$ cat config.mk
export PLATFORM = sky130hd
export DESIGN_NAME = biquad_filter_coefficient_ramp_unit
export DESIGN_NICKNAME = d
export VERILOG_FILES = /design/src/hdl/bqcr_pkg.sv /design/src/hdl/biquad_filter_coefficient_ramp_unit.sv
export SDC_FILE = /design/constraint.sdc
export NUM_CORES = 2
export LEC_CHECK = 0
export BUFFER_PORTS_ARGS = -buffer_cell sky130_fd_sc_hd__buf_2
export CAP_MARGIN = 20
export CORE_ASPECT_RATIO = 0.8
export CORE_MARGIN = 2
export CORE_UTILIZATION = 30
export CTS_CLUSTER_DIAMETER = 150
export DETAILED_ROUTE_END_ITERATION = 7
export PLACE_DENSITY = 0.41
export SLEW_MARGIN = 20
export SYNTH_ARGS = -nofsm -noshare
export SYNTH_HDL_FRONTEND = slang
export SYNTH_SLANG_ARGS = --single-unit
$ cat constraint.sdc
create_clock -name clk -period 25.1 [get_ports clk]
set_clock_uncertainty 0.15 [all_clocks]
set_input_delay 5.02 -clock clk [delete_from_list [all_inputs] [get_ports clk]]
set_output_delay 5.02 -clock clk [all_outputs]
set_load 0.005 [all_outputs]
$ cat src/hdl/bqcr_pkg.sv
// ----------------------------------------------------------------------------
// Biquad coefficient ramp package
// Shared constants: default and fixed widths, transaction actions, register indexes and coefficient slots.
// ----------------------------------------------------------------------------
package bqcr_pkg;

  // Default widths of the datapath.
  localparam int DEF_SAMPLE_WIDTH   = 24;
  localparam int DEF_HISTORY_WIDTH  = 32;
  localparam int DEF_COEF_FRAC_BITS = 20;

  // Fixed widths of the configuration port, the action field, the ramp count and the coefficient fields.
  localparam int CFG_DATA_WIDTH  = 60;
  localparam int CFG_INDEX_WIDTH = 3;
  localparam int ACTION_WIDTH    = 2;
  localparam int RAMP_WIDTH      = 12;
  localparam int FIELD_WIDTH     = 20;

  // Actions carried by an input transaction.
  localparam logic [ACTION_WIDTH-1:0] ACT_FILTER = 2'd0;
  localparam logic [ACTION_WIDTH-1:0] ACT_LOAD   = 2'd1;
  localparam logic [ACTION_WIDTH-1:0] ACT_CLEAR  = 2'd2;

  // Configuration register indexes.
  localparam logic [CFG_INDEX_WIDTH-1:0] REG_FF_START = 3'd0;
  localparam logic [CFG_INDEX_WIDTH-1:0] REG_FB_START = 3'd1;
  localparam logic [CFG_INDEX_WIDTH-1:0] REG_FF_STEP  = 3'd2;
  localparam logic [CFG_INDEX_WIDTH-1:0] REG_FB_STEP  = 3'd3;
  localparam logic [CFG_INDEX_WIDTH-1:0] REG_RAMP     = 3'd4;
  localparam logic [CFG_INDEX_WIDTH-1:0] REG_COMP     = 3'd5;
  localparam logic [CFG_INDEX_WIDTH-1:0] REG_ENABLE   = 3'd6;

  // Coefficient slots, in the packing order of the registers.
  localparam int CO_B0 = 0;
  localparam int CO_B1 = 1;
  localparam int CO_B2 = 2;
  localparam int CO_A1 = 3;
  localparam int CO_A2 = 4;
  localparam int NUM_COEF = 5;

endpackage

$ cat src/hdl/biquad_filter_coefficient_ramp_unit.sv
// ----------------------------------------------------------------------------
// Biquad filter with coefficient ramp
// Direct form II biquad for one voice, with a linear coefficient ramp and
// optional history compensation, built around one bit-serial multiplier
// and one bit-serial divider.
// ----------------------------------------------------------------------------
// A filtered sample runs five products in turn (a1, a2, b1, b2, b0), each
// through the load, multiply and accumulate states; while ramping, a ramp
// step and a compensation check follow, and with compensation a ratio
// division and two history products. Disabled samples go straight to done;
// load and clear finish in idle. One transaction is worked on at a time; the
// multiplier iterates one operand bit per cycle and sets the rate. Reset is
// synchronous and clears the configuration, coefficients, history and ramp.
module biquad_filter_coefficient_ramp_unit
  import bqcr_pkg::*;
#(
  parameter int SAMPLE_WIDTH   = DEF_SAMPLE_WIDTH,
  parameter int HISTORY_WIDTH  = DEF_HISTORY_WIDTH,
  parameter int COEF_FRAC_BITS = DEF_COEF_FRAC_BITS
) (
  input  logic                              clk,
  input  logic                              rst,
  input  logic                              in_valid,
  output logic                              in_stall,
  input  logic [ACTION_WIDTH-1:0]           action,
  input  logic signed [SAMPLE_WIDTH-1:0]    sample_in,
  output logic                              out_valid,
  input  logic                              out_stall,
  output logic signed [SAMPLE_WIDTH-1:0]    sample_out,
  output logic                              ramp_active,
  input  logic                              cfg_write,
  input  logic [CFG_INDEX_WIDTH-1:0]        cfg_index,
  input  logic [CFG_DATA_WIDTH-1:0]         cfg_data
);

  // Derived widths. CW is the coefficient width (Q4.F). QW bounds the
  // compensation ratio, which is below 1000 * 2^(CW-1). PW is the full
  // product width, RW the product after rounding away the fraction, and
  // AW the accumulator. NW is the dividend width of the ratio division.
  localparam int SW   = SAMPLE_WIDTH;
  localparam int HW   = HISTORY_WIDTH;
  localparam int F    = COEF_FRAC_BITS;
  localparam int CW   = F + 4;
  localparam int QW   = CW + 10;
  localparam int PW   = QW + HW;
  localparam int RW   = PW - F;
  localparam int AW   = RW + 3;
  localparam int NW   = CW + F;
  localparam int CNTW = $clog2(NW + 1);

  // Requantisation shifts: start values Q4.16, increments Q1.19.
  localparam int LS_START = (F >= 16) ? F - 16 : 0;
  localparam int RS_START = (F >= 16) ? 0 : 16 - F;
  localparam int LS_STEP  = (F >= 19) ? F - 19 : 0;
  localparam int RS_STEP  = (F >= 19) ? 0 : 19 - F;
  localparam int XW       = CW + FIELD_WIDTH;

  localparam logic [PW:0]    ROUND_HALF = (PW + 1)'(1) << (F - 1);
  localparam logic [CW+9:0]  THRESHOLD  = (CW + 10)'(1) << F;

  // Sequencer states.
  localparam logic [2:0] ST_IDLE  = 3'd0;
  localparam logic [2:0] ST_LOAD  = 3'd1;
  localparam logic [2:0] ST_MUL   = 3'd2;
  localparam logic [2:0] ST_ACC   = 3'd3;
  localparam logic [2:0] ST_RAMP  = 3'd4;
  localparam logic [2:0] ST_CHECK = 3'd5;
  localparam logic [2:0] ST_DIV   = 3'd6;
  localparam logic [2:0] ST_DONE  = 3'd7;

  // Products, in the order the sequencer runs them.
  localparam logic [2:0] OP_A1 = 3'd0;
  localparam logic [2:0] OP_A2 = 3'd1;
  localparam logic [2:0] OP_B1 = 3'd2;
  localparam logic [2:0] OP_B2 = 3'd3;
  localparam logic [2:0] OP_B0 = 3'd4;
  localparam logic [2:0] OP_R1 = 3'd5;
  localparam logic [2:0] OP_R2 = 3'd6;

  // Configuration registers.
  logic [3*FIELD_WIDTH-1:0] ff_start;
  logic [2*FIELD_WIDTH-1:0] fb_start;
  logic [3*FIELD_WIDTH-1:0] ff_step;
  logic [2*FIELD_WIDTH-1:0] fb_step;
  logic [RAMP_WIDTH-1:0]    ramp_samples;
  logic                     compensate_enable;
  logic                     filter_enable;

  // Filter state.
  logic signed [CW-1:0]     coef [NUM_COEF];
  logic signed [CW-1:0]     inc [NUM_COEF];
  logic signed [HW-1:0]     delay_near;
  logic signed [HW-1:0]     delay_far;
  logic [RAMP_WIDTH-1:0]    ramp_left;

  // Sequencer and datapath registers.
  logic [2:0]               state;
  logic [2:0]               op;
  logic [CNTW-1:0]          cnt;
  logic [HW-1:0]            mul_hi;
  logic [QW-1:0]            mul_lo;
  logic [HW-1:0]            mul_cand;
  logic                     mul_neg;
  logic signed [AW-1:0]     acc;
  logic signed [HW-1:0]     w_reg;
  logic signed [SW-1:0]     y_reg;
  logic signed [CW-1:0]     old_b0;
  logic [NW-1:0]            div_num;
  logic [CW:0]              div_rem;
  logic [CW-1:0]            div_mag;

  logic                     in_accept;
  logic                     out_free;

  assign in_stall  = (state != ST_IDLE);
  assign in_accept = in_valid && !in_stall;
  assign out_free  = !out_valid || !out_stall;

  // Start values and increments unpacked and moved to Q4.F. A right shift
  // of the sign-extended field gives the floor rounding required.
  logic [5*FIELD_WIDTH-1:0] start_all;
  logic [5*FIELD_WIDTH-1:0] step_all;
  logic signed [CW-1:0]     start_q [NUM_COEF];
  logic signed [CW-1:0]     step_q [NUM_COEF];
  logic signed [XW-1:0]     start_x [NUM_COEF];
  logic signed [XW-1:0]     step_x [NUM_COEF];

  assign start_all = {fb_start, ff_start};
  assign step_all  = {fb_step, ff_step};

  always_comb begin
    for (int k = 0; k < NUM_COEF; k++) begin
      start_x[k] = (XW'($signed(start_all[k*FIELD_WIDTH +: FIELD_WIDTH])) <<< LS_START)
                   >>> RS_START;
      step_x[k]  = (XW'($signed(step_all[k*FIELD_WIDTH +: FIELD_WIDTH])) <<< LS_STEP)
                   >>> RS_STEP;
      start_q[k] = start_x[k][CW-1:0];
      step_q[k]  = step_x[k][CW-1:0];
    end
  end

  // Ramped coefficients, saturated to CW signed bits.
  logic signed [CW:0]       ramp_sum [NUM_COEF];
  logic signed [CW-1:0]     ramp_sat [NUM_COEF];

  always_comb begin
    for (int k = 0; k < NUM_COEF; k++) begin
      ramp_sum[k] = {coef[k][CW-1], coef[k]} + {inc[k][CW-1], inc[k]};
      if (ramp_sum[k][CW] != ramp_sum[k][CW-1]) begin
        ramp_sat[k] = {ramp_sum[k][CW], {(CW-1){~ramp_sum[k][CW]}}};
      end else begin
        ramp_sat[k] = ramp_sum[k][CW-1:0];
      end
    end
  end

  // Operand selection for the multiplier. The multiplier operand is the
  // coefficient magnitude or the ratio; the multiplicand is the magnitude of a
  // history value or of w. Sign is carried apart, so rounding is symmetric about zero.
  logic signed [CW-1:0]     sel_coef;
  logic signed [HW-1:0]     sel_hist;
  logic                     sel_ratio;
  logic [CW-1:0]            sel_coef_mag;
  logic [HW-1:0]            sel_hist_mag;
  logic [QW-1:0]            sel_mult;
  logic                     sel_neg;
  logic                     ratio_neg;

  assign ratio_neg = old_b0[CW-1] ^ coef[CO_B0][CW-1];

  always_comb begin
    sel_ratio = 1'b0;
    case (op)
      OP_A1: begin
        sel_coef = coef[CO_A1];
        sel_hist = delay_near;
      end
      OP_A2: begin
        sel_coef = coef[CO_A2];
        sel_hist = delay_far;
      end
      OP_B1: begin
        sel_coef = coef[CO_B1];
        sel_hist = delay_near;
      end
      OP_B2: begin
        sel_coef = coef[CO_B2];
        sel_hist = delay_far;
      end
      OP_B0: begin
        sel_coef = coef[CO_B0];
        sel_hist = w_reg;
      end
      OP_R1: begin
        sel_coef  = coef[CO_B0];
        sel_hist  = delay_near;
        sel_ratio = 1'b1;
      end
      OP_R2: begin
        sel_coef  = coef[CO_B0];
        sel_hist  = delay_far;
        sel_ratio = 1'b1;
      end
      default: begin
        sel_coef = coef[CO_B0];
        sel_hist = delay_far;
      end
    endcase
    sel_coef_mag = sel_coef[CW-1] ? CW'(-sel_coef) : CW'(sel_coef);
    sel_hist_mag = sel_hist[HW-1] ? HW'(-sel_hist) : HW'(sel_hist);
    if (sel_ratio) begin
      sel_mult = div_num[QW-1:0];
      sel_neg  = ratio_neg ^ sel_hist[HW-1];
    end else begin
      sel_mult = QW'(sel_coef_mag);
      sel_neg  = sel_coef[CW-1] ^ sel_hist[HW-1];
    end
  end

  // One shift-and-add step: the multiplier bit at the bottom decides
  // whether the multiplicand is added into the upper half.
  logic [HW:0]              mul_sum;
  assign mul_sum = {1'b0, mul_hi} + (mul_lo[0] ? {1'b0, mul_cand} : '0);

  // Finished product. A coefficient product used only CW steps, so its
  // bits sit QW-CW places higher than those of a ratio product.
  logic [PW-1:0]            prod_full;
  logic [PW-1:0]            prod_mag;
  logic [PW:0]              prod_round;
  logic signed [RW+1:0]     prod_val;
  logic signed [AW-1:0]     prod_ext;

  assign prod_full  = {mul_hi, mul_lo};
  assign prod_mag   = (op >= OP_R1) ? prod_full : (prod_full >> (QW - CW));
  assign prod_round = {1'b0, prod_mag} + ROUND_HALF;
  assign prod_val   = mul_neg ? -$signed({1'b0, prod_round[PW:F]})
                              : $signed({1'b0, prod_round[PW:F]});
  assign prod_ext   = AW'(prod_val);

  logic signed [AW-1:0]     acc_sub;
  logic signed [AW-1:0]     acc_add;
  assign acc_sub = acc - prod_ext;
  assign acc_add = acc + prod_ext;

  // Saturation to the history width (w after the feedback sum, or a scaled
  // history value during compensation) and of the output to the sample width.
  logic signed [AW-1:0]     hw_src;
  logic signed [HW-1:0]     hw_sat;
  logic signed [SW-1:0]     sw_sat;

  always_comb begin
    hw_src = (op == OP_A2) ? acc_sub : prod_ext;
    if ((&hw_src[AW-1:HW-1]) || !(|hw_src[AW-1:HW-1])) begin
      hw_sat = hw_src[HW-1:0];
    end else begin
      hw_sat = {hw_src[AW-1], {(HW-1){~hw_src[AW-1]}}};
    end
    if ((&acc_add[AW-1:SW-1]) || !(|acc_add[AW-1:SW-1])) begin
      sw_sat = acc_add[SW-1:0];
    end else begin
      sw_sat = {acc_add[AW-1], {(SW-1){~acc_add[AW-1]}}};
    end
  end

  // Compensation test and the ratio dividend, rounded to nearest by
  // adding half the divisor.
  logic [CW-1:0]            b0_mag;
  logic [CW-1:0]            old_mag;
  logic                     comp_hit;
  assign b0_mag   = coef[CO_B0][CW-1] ? CW'(-coef[CO_B0]) : CW'(coef[CO_B0]);
  assign old_mag  = old_b0[CW-1] ? CW'(-old_b0) : CW'(old_b0);
  assign comp_hit = compensate_enable &&
                    ((CW + 10)'(b0_mag) * (CW + 10)'(1000) > THRESHOLD);

  // Restoring division step, one quotient bit per cycle.
  logic [CW:0]              div_shift;
  logic                     div_ge;
  assign div_shift = {div_rem[CW-1:0], div_num[NW-1]};
  assign div_ge    = (div_shift >= {1'b0, div_mag});

  // Configuration writes.
  always_ff @(posedge clk) begin
    if (rst) begin
      ff_start          <= '0;
      fb_start          <= '0;
      ff_step           <= '0;
      fb_step           <= '0;
      ramp_samples      <= '0;
      compensate_enable <= 1'b0;
      filter_enable     <= 1'b0;
    end else if (cfg_write) begin
      case (cfg_index)
        REG_FF_START: ff_start          <= cfg_data[3*FIELD_WIDTH-1:0];
        REG_FB_START: fb_start          <= cfg_data[2*FIELD_WIDTH-1:0];
        REG_FF_STEP:  ff_step           <= cfg_data[3*FIELD_WIDTH-1:0];
        REG_FB_STEP:  fb_step           <= cfg_data[2*FIELD_WIDTH-1:0];
        REG_RAMP:     ramp_samples      <= cfg_data[RAMP_WIDTH-1:0];
        REG_COMP:     compensate_enable <= cfg_data[0];
        REG_ENABLE:   filter_enable     <= cfg_data[0];
        default: ;
      endcase
    end
  end

  // Sequencer with its filter state.
  always_ff @(posedge clk) begin
    if (rst) begin
      state      <= ST_IDLE;
      op         <= OP_A1;
      delay_near <= '0;
      delay_far  <= '0;
      ramp_left  <= '0;
      old_b0     <= '0;
      for (int k = 0; k < NUM_COEF; k++) begin
        coef[k] <= '0;
        inc[k]  <= '0;
      end
    end else begin
      case (state)
        ST_IDLE: begin
          if (in_accept) begin
            case (action)
              ACT_FILTER: begin
                if (filter_enable) begin
                  acc   <= AW'(sample_in);
                  op    <= OP_A1;
                  state <= ST_LOAD;
                end else begin
                  // A disabled filter passes the sample and keeps its state.
                  y_reg <= sample_in;
                  state <= ST_DONE;
                end
              end
              ACT_LOAD: begin
                for (int k = 0; k < NUM_COEF; k++) begin
                  coef[k] <= start_q[k];
                  inc[k]  <= step_q[k];
                end
                ramp_left <= ramp_samples;
              end
              ACT_CLEAR: begin
                delay_near <= '0;
                delay_far  <= '0;
              end
              default: ;
            endcase
          end
        end
        ST_LOAD: begin
          mul_hi   <= '0;
          mul_lo   <= sel_mult;
          mul_cand <= sel_hist_mag;
          mul_neg  <= sel_neg;
          cnt      <= sel_ratio ? CNTW'(QW) : CNTW'(CW);
          state    <= ST_MUL;
        end
        ST_MUL: begin
          mul_hi <= mul_sum[HW:1];
          mul_lo <= {mul_sum[0], mul_lo[QW-1:1]};
          cnt    <= cnt - 1'b1;
          if (cnt == CNTW'(1)) begin
            state <= ST_ACC;
          end
        end
        ST_ACC: begin
          case (op)
            OP_A1: begin
              acc   <= acc_sub;
              op    <= OP_A2;
              state <= ST_LOAD;
            end
            OP_A2: begin
              w_reg <= hw_sat;
              acc   <= '0;
              op    <= OP_B1;
              state <= ST_LOAD;
            end
            OP_B1, OP_B2: begin
              acc   <= acc_add;
              op    <= op + 1'b1;
              state <= ST_LOAD;
            end
            OP_B0: begin
              y_reg      <= sw_sat;
              delay_far  <= delay_near;
              delay_near <= w_reg;
              state      <= (ramp_left != '0) ? ST_RAMP : ST_DONE;
            end
            OP_R1: begin
              delay_near <= hw_sat;
              op         <= OP_R2;
              state      <= ST_LOAD;
            end
            default: begin
              delay_far <= hw_sat;
              state     <= ST_DONE;
            end
          endcase
        end
        ST_RAMP: begin
          old_b0    <= coef[CO_B0];
          ramp_left <= ramp_left - 1'b1;
          for (int k = 0; k < NUM_COEF; k++) begin
            coef[k] <= ramp_sat[k];
          end
          state <= ST_CHECK;
        end
        ST_CHECK: begin
          if (comp_hit) begin
            div_num <= {old_mag, {F{1'b0}}} + NW'(b0_mag >> 1);
            div_rem <= '0;
            div_mag <= b0_mag;
            cnt     <= CNTW'(NW);
            state   <= ST_DIV;
          end else begin
            state <= ST_DONE;
          end
        end
        ST_DIV: begin
          div_rem <= div_ge ? (div_shift - {1'b0, div_mag}) : div_shift;
          div_num <= {div_num[NW-2:0], div_ge};
          cnt     <= cnt - 1'b1;
          if (cnt == CNTW'(1)) begin
            op    <= OP_R1;
            state <= ST_LOAD;
          end
        end
        ST_DONE: begin
          if (out_free) begin
            state <= ST_IDLE;
          end
        end
        default: state <= ST_IDLE;
      endcase
    end
  end

  // Output register: holds a finished result until it is taken.
  always_ff @(posedge clk) begin
    if (rst) begin
      out_valid <= 1'b0;
    end else if (state == ST_DONE && out_free) begin
      out_valid   <= 1'b1;
      sample_out  <= y_reg;
      ramp_active <= (ramp_left != '0);
    end else if (!out_stall) begin
      out_valid <= 1'b0;
    end
  end

endmodule

==> metrics.md <==
| Metric | Value |
|---|---|
| Final setup TNS | 0 ns |
| Final GP Congestion | approximately 0.88 |
| Die width | between 500 and 600 um |
| Worst Path Max Fanout | 56 |
| Critical Path Sink Type | flop |
| Pleak | 25.0 nW |
| Drt drc | 0 |
| # IOs | approximately 120 |
| Initial Util | 0.301 |
| Switching Fraction | 0.484 |
| Hpwl dp | 162000 um |
| Netlist Area Pre-Place | ~0.059 mm^2 |
| CTS tree | yes |
| Hold path start | y_reg[23]$_DFFE_PP_ |
| Placeable Area | between 0.15 and 0.2 mm^2 |
| Area contributors post-synth | edfxtp_1 (28%), dfxtp_1 (11%), ha_1 (7.5%) |
| Net Sw Power | a little under 5 mW |
| Max reg flops | between 100 and 150 |
| Max-cap viol count | 0 |
| Total grt overflow | 0 |
| Critical path's slowest cell | o31ai_1 |
| I/O Buffers | between 100 and 150 |
| Status | finished, final reports clean |
| Final-report hold violation count | 0 |
| Number of fill cells | 20.5k |
| CTS Root Cell | clkbuf_16 |
| R2R setup slack | roughly 13 ns |
| PwrDens | 152 mW/mm^2 |
| Largest reg by FF count | coef |
| Nets | 7226 |
| Worst Hold Depth | 0 |
| Max clock buf depth | 3 |
| Largest regs | coef (120), inc (100) |
| First DRT Iteration DRCs | ~4.6k |
| Post-CTS Setup Repair Bufs | 0 |
| Yosys reg bits | 868 |
| Syn Inst Count | between 6k and 7k |
| Final setup violation count | 0 |
| Vias in the first global route | slightly below 50k |
| Number of gates resized after cts | 0 |
| Clk_lat worst skew | around 0.76 ns |
| DIE HEIGHT | 402 um |
| Async set-reset flop share out of synthesis | 0 |
| Die area | between 0.2 and 0.25 mm^2 |
| Biggest area consumer among synthesized cells | edfxtp_1 |
| Initial antenna violation count | 20 |
| First-pass GRT wire length | ~330000 um |
| Slew @ Worst Pin | between 1 and 1.5 ns |
| Top cell type's share of synthesized area | 0.277 |
| Seq/Total Area, Yosys | 0.385 |
| Total CTS buffers | 103 |
| FF-to-FF Start | op[1]$_SDFFE_PP0P_ |
| Final Cycle Share | 0.469 |
| Most frequent cell after synthesis | nand2_1 |
| Fin util | 0.336 |
| Layout area overhead | 11.6% |
| Gate power share | 0.649 |
| Most instantiated cells after synthesis | nand2_1 (889), a21oi_1 (648), edfxtp_1 (547), nor2_1 (544), ha_1 (354) |
| Drt via density | between 5 and 6 |
| Routed WL | roughly 220000 um |
| Hold Path Class | flop to flop |
| Worst-path clk slew | ~0.070 ns |
| Syn nets | slightly above 7k |
| WP data arrival | between 10 and 15 ns |
| Total GRT Usage | 0.215 |
| Slowest Stage Delay on Critical Path | approximately 0.90 ns |
| Final Max Tran Viols | 0 |
| Portion of total power attributed to the clock network | 0.158 |
| Drt pass-1 iters | 7 |
| R2r worst-path depth | 32 |
| RSZ-0062 raised after global routing | no |
| Row cnt | between 100 and 150 |
| Worst r2r dst | y_reg[18]$_DFFE_PP_ |
| Total number of vias | 50.7k |
| Fmax | ~85 MHz |
| Largest net degree at the start of global routing | between 90 and 100 |
| Startpoint types | flop |
| # hold bufs at CTS | 0 |
| Final Critical Period | ~12 ns |
| Htree depth | 3 |
| CTS sink count | around 870 |
| Rel. slew slack | 0.157 |
| Ys Warns | 0 |
| Crit Path Category | flop to flop |
| Ratio of cells with drive above 1 in the final layout | 0.0745 |
| Wire per inst | 23.5 um |
| Mapped Avg Cell Area | 8.81 um^2 |
| CP Buf/Inv Count | 5 |
| Number of enable flip-flop cells after synthesis | between 500 and 600 |
| Sequential share of power | 0.193 |
| Peak supply drop | between 0.2 and 0.3 mV |
| Yosys cell types | 107 |
| Final ANT Viol Nets | 0 |
| Hold WS | around 0.27 ns |
| Delay-heaviest family, CP | simple AND/OR/NAND/NOR gates |
| Hold path endpoint | sample_out[23]$_DFFE_PP_ |
| Ys flop type | edfxtp_1 |
| Cell-internal power | ~5.2 mW |
| Required @ worst endpoint | approximately 25 ns |
==> layout make-up <==
class	count	area (um^2)	area share
Multi-Input combinational cell	5148	34000	0.512
Clock inverter	47	589	0.00889
Tap cell	2590	3240	0.0489
Sequential cell	868	22900	0.345
Antenna cell	10	25.0	0.000377
Timing Repair Buffer	213	1330	0.0200
Inverter	357	1340	0.0202
Clock buffer	146	2980	0.0449
==> per-stage QoR <==
| stage | setup slack (ns) | std cells | area (um^2) | total power [mW] |
|---|---|---|---|---|
| floorplan | 15.28 | 6743 | 59400 | 6.72 |
| global placement | 13.83 | 9176 | 62700 | 8.48 |
| detailed placement | 13.68 | 9176 | 62700 | 8.47 |
| CTS | 13.64 | 9369 | 66300 | 10.1 |
| global route | 12.40 | 9379 | 66300 | 11.0 |
| finish | 13.34 | 9379 | 66300 | 10.1 |
==> kinds of logic (layout without fill, tap and decap cells) <==
group | Yosys count | count (layout) | share of synthesized area
buffers and inverters | 727 | 763 | 0.0475
AOI/OAI and AO/OA | 1889 | 1889 | 0.206
other | 0 | 10 | 0
adders and majority gates | 441 | 441 | 0.104
DFF | 868 | 868 | 0.385
muxes | 60 | 60 | 0.0104
xor gates and xnor gates | 434 | 434 | 0.0641
and+or+nand+nor | 2324 | 2324 | 0.183
==> cells in the final DEF, fill, tap and decap left out, types with 58 or more instances in the layout <==
| cell | count |
|---|---|
| dfxtp_1 | 321 |
| nand2_1 | 885 |
| fa_1 | 87 |
| buf_2 | 119 |
| o21ai_0 | 333 |
| nand3_1 | 148 |
| a22oi_1 | 79 |
| xor2_1 | 145 |
| a31oi_1 | 72 |
| edfxtp_1 | 547 |
| clkbuf_16 | 108 |
| buf_4 | 91 |
| xnor2_1 | 288 |
| a21oi_1 | 648 |
| and2_1 | 182 |
| inv_1 | 352 |
| a21o_1 | 70 |
| a221o_1 | 120 |
| nor2_1 | 534 |
| ha_1 | 354 |
| nor4_1 | 58 |
| nor3_1 | 130 |
==> power by group through the flow <==
stage	clock, mW	combinational, mW	sequential (mW)
3_3_place_gp	0	6.50	1.98
5_1_grt	1.69	7.39	1.97
2_1_floorplan	0	4.86	1.86
6_report	1.60	6.55	1.95
4_1_cts	1.64	6.54	1.95
3_5_place_dp	0	6.49	1.98
==> per-layer routing <==
layer / up-vias / GRT usage / share of wire / wire (um)
met5: - / 0 / 0.00029 / 65
met4: 10 / 0.0393 / 0.017 / 3660
met3: 193 / 0.0317 / 0.056 / 12500
met2: 1305 / 0.300 / 0.40 / 88800
met1: 25100 / 0.343 / 0.52 / 116000
li1: 24200 / - / - / -
==> how the worst max path moves through the flow <==
stage,start,end,slack (ns),depth (start not counted)
floorplan,op[1]$_SDFFE_PP0P_,w_reg[11]$_DFFE_PP_,15.28,44
global placement,op[1]$_SDFFE_PP0P_,delay_far[14]$_SDFFE_PP0P_,13.83,35
detailed placement,op[1]$_SDFFE_PP0P_,delay_far[14]$_SDFFE_PP0P_,13.68,35
CTS,op[1]$_SDFFE_PP0P_,delay_far[14]$_SDFFE_PP0P_,13.64,35
global route,op[1]$_SDFFE_PP0P_,delay_far[14]$_SDFFE_PP0P_,12.40,35
finish,op[1]$_SDFFE_PP0P_,y_reg[18]$_DFFE_PP_,13.34,32
(Power assumes the default switching activity.)
